[config.mk]
export PLATFORM = sky130hd
export DESIGN_NAME = rapq_ctrl
export DESIGN_NICKNAME = d
export VERILOG_FILES = /design/src/sv/rapq_pkg.sv /design/src/sv/rapq_ctrl.sv
export SDC_FILE = /design/constraint.sdc
export NUM_CORES = 1
export LEC_CHECK = 0
export ABC_AREA = 1
export BUFFER_PORTS_ARGS = -buffer_cell sky130_fd_sc_hd__buf_2
export CAP_MARGIN = 15
export CORE_AREA = 3 3 40 42
export DETAILED_ROUTE_END_ITERATION = 8
export DIE_AREA = 0 0 43 45
export PLACE_DENSITY = 0.7
export SYNTH_ARGS = -nofsm -noshare
export SYNTH_HDL_FRONTEND = slang
export SYNTH_SLANG_ARGS = --single-unit
[constraint.sdc]
create_clock -name clock -period 1.48 [get_ports clock]
set_input_delay 0.296 -clock clock [delete_from_list [all_inputs] [get_ports clock]]
set_output_delay 0.296 -clock clock [all_outputs]
set_load 0.005 [all_outputs]
[src/sv/rapq_pkg.sv]
package rapq_pkg;

   // Store geometry and field widths.
   localparam int DEPTH   = 64;
   localparam int IDX_W   = 6;
   localparam int LEN_W   = 7;
   localparam int VALUE_W = 64;
   localparam int ADD_W   = 32;

   localparam logic [LEN_W-1:0] LEN_RESET = LEN_W'(DEPTH);

   // Request kinds carried in the request's req_type field.
   typedef enum logic [1:0] {
      REQ_ADD   = 2'd0,
      REQ_QUERY = 2'd1,
      REQ_DUMP  = 2'd2,
      REQ_CLEAR = 2'd3
   } req_kind_type;

   typedef struct packed {
      logic [1:0]              req_type;
      logic [IDX_W-1:0]        first_index;
      logic [IDX_W-1:0]        last_index;
      logic signed [ADD_W-1:0] add_value;
      logic [IDX_W-1:0]        query_index;
   } req_item_type;

   typedef struct packed {
      logic signed [VALUE_W-1:0] result_value;
      logic [IDX_W-1:0]          result_index;
      logic                      status;
      logic                      last_of_run;
   } rsp_item_type;

   // Controller states.
   typedef enum logic [2:0] {
      ST_IDLE,
      ST_DECODE,
      ST_ADD_FIRST,
      ST_ADD_NEXT,
      ST_WALK_START,
      ST_WALK,
      ST_DRAIN
   } ctrl_state_type;

   // Memory read address select.
   typedef enum logic [1:0] {
      RD_FIRST,
      RD_NEXT,
      RD_WALK
   } rd_sel_type;

   // Memory write address and data select.
   typedef enum logic {
      WR_FIRST,
      WR_NEXT
   } wr_sel_type;

   // Kind of response built by the datapath.
   typedef enum logic [1:0] {
      RSP_DONE_ADD,
      RSP_FLAG,
      RSP_CLEAR,
      RSP_WALK
   } rsp_kind_type;

   typedef struct packed {
      logic         load;
      logic         mem_rd;
      rd_sel_type   rd_sel;
      logic         mem_wr;
      wr_sel_type   wr_sel;
      logic         walk_clr;
      logic         walk_step;
      logic         acc;
      logic         emit;
      rsp_kind_type rsp_kind;
      logic         last;
      logic         clear;
   } ctrl_cmd_type;

   typedef struct packed {
      req_kind_type req_kind;
      logic         add_bad;
      logic         query_bad;
      logic         has_tail;
      logic         walk_end;
   } dp_status_type;

endpackage

[src/sv/rapq_ctrl.sv]
module rapq_ctrl (
   input  logic                    clock,
   input  logic                    reset,
   input  logic                    start,
   output logic                    busy,
   input  rapq_pkg::dp_status_type status,
   output rapq_pkg::ctrl_cmd_type  cmd
);
   import rapq_pkg::*;

   ctrl_state_type state_ff;
   ctrl_state_type state_in;

   // State register.
   always_ff @(posedge clock) begin
      if (reset) begin
         state_ff <= ST_IDLE;
      end else begin
         state_ff <= state_in;
      end
   end

   // Next state and datapath commands.
   always_comb begin
      state_in     = state_ff;
      cmd          = '0;
      cmd.rd_sel   = RD_WALK;
      cmd.wr_sel   = WR_FIRST;
      cmd.rsp_kind = RSP_WALK;
      busy         = (state_ff != ST_IDLE);

      unique case (state_ff)
         ST_IDLE: begin
            if (start) begin
               cmd.load = 1'b1;
               state_in = ST_DECODE;
            end
         end

         ST_DECODE: begin
            unique case (status.req_kind)
               REQ_ADD: begin
                  if (status.add_bad) begin
                     cmd.emit     = 1'b1;
                     cmd.rsp_kind = RSP_FLAG;
                     state_in     = ST_IDLE;
                  end else begin
                     cmd.mem_rd = 1'b1;
                     cmd.rd_sel = RD_FIRST;
                     state_in   = ST_ADD_FIRST;
                  end
               end
               REQ_QUERY: begin
                  if (status.query_bad) begin
                     cmd.emit     = 1'b1;
                     cmd.rsp_kind = RSP_FLAG;
                     state_in     = ST_IDLE;
                  end else begin
                     cmd.walk_clr = 1'b1;
                     state_in     = ST_WALK_START;
                  end
               end
               REQ_DUMP: begin
                  cmd.walk_clr = 1'b1;
                  state_in     = ST_WALK_START;
               end
               REQ_CLEAR: begin
                  cmd.clear    = 1'b1;
                  cmd.emit     = 1'b1;
                  cmd.rsp_kind = RSP_CLEAR;
                  state_in     = ST_IDLE;
               end
            endcase
         end

         // Add the value at the first index; read the entry after the range if there is one, else report completion.
         ST_ADD_FIRST: begin
            cmd.mem_wr = 1'b1;
            cmd.wr_sel = WR_FIRST;
            if (status.has_tail) begin
               cmd.mem_rd = 1'b1;
               cmd.rd_sel = RD_NEXT;
               state_in   = ST_ADD_NEXT;
            end else begin
               cmd.emit     = 1'b1;
               cmd.rsp_kind = RSP_DONE_ADD;
               state_in     = ST_IDLE;
            end
         end

         // Take the value from the entry after the range and report completion.
         ST_ADD_NEXT: begin
            cmd.mem_wr   = 1'b1;
            cmd.wr_sel   = WR_NEXT;
            cmd.emit     = 1'b1;
            cmd.rsp_kind = RSP_DONE_ADD;
            state_in     = ST_IDLE;
         end

         // Issue the first walk read.
         ST_WALK_START: begin
            cmd.mem_rd    = 1'b1;
            cmd.walk_step = 1'b1;
            state_in      = status.walk_end ? ST_DRAIN : ST_WALK;
         end

         // Accumulate the previous read while issuing the next one; a dump reports each sum.
         ST_WALK: begin
            cmd.acc       = 1'b1;
            cmd.emit      = (status.req_kind == REQ_DUMP);
            cmd.mem_rd    = 1'b1;
            cmd.walk_step = 1'b1;
            state_in      = status.walk_end ? ST_DRAIN : ST_WALK;
         end

         // Accumulate the final read and report it.
         ST_DRAIN: begin
            cmd.acc  = 1'b1;
            cmd.emit = 1'b1;
            cmd.last = 1'b1;
            state_in = ST_IDLE;
         end

         default: begin
            state_in = ST_IDLE;
         end
      endcase
   end

endmodule

==> impl_metrics.toml <==
[synthesis]
yosysWarnings = 0
synth_nets = 88
synth.distinct_cells = 16
syn_area_per_cell_um2 = 5.715
ys_seq_elements = 3
yosysSeqAreaShare_pct = 14.20
postSynthCellCount = 74
synth_area_um2 = 422.9

[hold_path]
hold_path_end = "state_ff[2]"
hold_depth = 2
hp-class = "primary input to flop"
hold_path_startpoint = "reset"

[placed_design]
place_congestion = 0.7253
pre_cts_ws_ps = -87.51
dp_cells = 115
numPortBuffers = 23
post-dp-hpwl_um = 874.5

[power_and_ir_drop]
ir_drop_v = 0.0002757
leakagePower_nw = 0.4399
powerDensity_nw_per_um2 = 606.5

[detailed_routing]
drt-pass1-iter-count = 4
finalWirelength_mm = 1.444
first_iter_violations = 10
drc = 0
wl_per_cell_um = 11.55
via_count = 603
ant_nets = 0
post_drt_via_cell_ratio = 4.824

[setup_path]
rr_endpoint = "state_ff[1]"
worstPathArrival_ps = 1160
reg2reg_slack_ps = 420
crit_type = "primary input to output pin"
worstReg2RegStart = "state_ff[1]"
cp.required_ps = 1180
r2r_cells = 8
critPathCaptureType = "output pin"
path_max_fanout = 3
start_kind = "primary input"

[sta]
period_minus_slack_ps = 1460
slew_headroom_pct = 88.42
layout_worst_path_cycle_share_pct = 98.65
slew_violations = 0
fin_setup_tns_ps = 0
fin_ws_ps = 20.04
worst_pin_slew_ps = 173.2
fmax_mhz = 685.0
finalSetupViolations = 0
fin_skew_ps = 9.699
rsz0062_at_grt = "true"
finalHoldViolCount = 0

[layout]
instances_no_fill = 125
reg_top3 = "state_ff (3)"
nets = 125
final_cell_mix = "buf_2 (21), nand2_1 (14), nand3_1 (8), nor2_1 (8), buf_4 (8)"
seq_area_um2 = 71.32
mostFrequentLayoutCell = "buf_2"
antenna_cells = 0
top_register = "state_ff"
largest_register_ffs = 3
drive_above_1_share_pct = 58.18
fillCellCount = 115
area_growth_pct = 84.02
multi_input_comb_area_um2 = 376.6

[global_route]
grt_overflow = 0
antenna_found_initial = 0
track_usage_pct = 13.63
grt_pass1_wl_mm = 2.014
grt_pass1_vias = 498
grt_max_degree = 9

[floorplanning]
io_pins = 24
row_count = 13
core-area_um2 = 1285
fp.dieW_um = 43
dieArea_um2 = 1935
die_h_um = 45
start_util_pct = 32.91

[clock_tree]
cts_made_buffers = 3
cts_tree = "built"
clock_tree.buffer_depth = 2
clock_latency_ps = 230
htreeDepth = 1
path_clk_slew_ps = 40
root_buffer = "clkbuf_4"
cts.sinks = 3

[run]
drv_cap = 0

[status]
status = "finished clean"
-- per-stage QoR --
stage | power (W) | util [%] | hold WS (ps) | instance area, um^2
floorplan | 0.0001946 | - | 365.1 | 422.9
global placement | 0.0002580 | 44.79 | 493.1 | 575.6
detailed placement | 0.0002601 | 44.79 | 497.3 | 575.6
CTS | 0.0004207 | 49.56 | 248.1 | 636.9
global route | 0.0005189 | 60.56 | 242.2 | 778.2
finish | 0.0004720 | 60.56 | 262.7 | 778.2
-- what timing repair did --
| action | in CTS | in global routing |
|---|---|---|
| pin swaps | 6 | 12 |
| resized for setup | 16 | 25 |
| buffers inserted | 0 | 6 |
| endpoints found under the setup margin | 5 | 6 |
| hold buffers | 0 | 0 |
-- layout make-up --
cell class	count	share of cell area, %
multi-input cells	54	48.39
repair buffers	33	27.01
inverters	16	9.646
flip-flops and latches	3	9.164
clock buffers	4	3.376
well taps	15	2.412
-- worst max-delay path by stage --
stage | end | slack [ps] | from
detailed placement | cmd[12] | -90 | status[4]
CTS | cmd[12] | 0.5 | status[4]
global placement | cmd[12] | -80 | status[5]
global route | cmd[12] | -90 | state_ff[0]
floorplan | cmd[12] | 130 | status[4]
finish | cmd[4] | 20 | status[4]
-- cell families after synthesis --
logic type                 count (synthesis)  share of synthesized area, %
and+or+nand+nor                           42                         45.86
AOI/OAI and AO/OA                          7                         8.281
buffers and inverters                     17                         16.86
adders and majority gates                  5                         14.79
DFF                                        3                         14.20
-- metal layers --
layer | up-vias | global-route usage, % | wire length (um)
met2 | 16 | 23.65 | 812
met4 | 0 | 7.229 | 0
met5 | - | 0 | 0
li1 | 304 | - | -
met1 | 283 | 15.59 | 556
met3 | 0 | 3.187 | 74
-- worst max-delay path, cell delays in order --
cell	delay [ps]
buf_6	100
buf_4	140
ha_2	190
inv_2	70
nand3_1	100
nand3_2	90
nand3_1	60
buf_2	130
-- where the power goes --
group,internal (W),switching [W],total (W)
combinational,0.000104,0.000115,0.000219
clock,0.000101,0.0000460,0.000147
sequential,0.0000881,0.0000176,0.000106
-- cells in the mapped netlist --
cell | count | area, um^2
a21oi_1 | 3 | 15.01
buf_6 | 1 | 11.26
dfxtp_1 | 3 | 60.06
ha_1 | 5 | 62.56
inv_1 | 12 | 45.04
inv_2 | 4 | 15.01
nand2_1 | 18 | 67.56
nand3_1 | 10 | 50.05
nand3_2 | 1 | 10.01
nand4_1 | 1 | 6.260
nor2_1 | 8 | 30.03
nor2_2 | 2 | 12.51
nor2_4 | 1 | 11.26
o21ai_0 | 3 | 15.01
o21ai_1 | 1 | 5.000
or2_2 | 1 | 6.260
(Power assumes the default switching activity.)
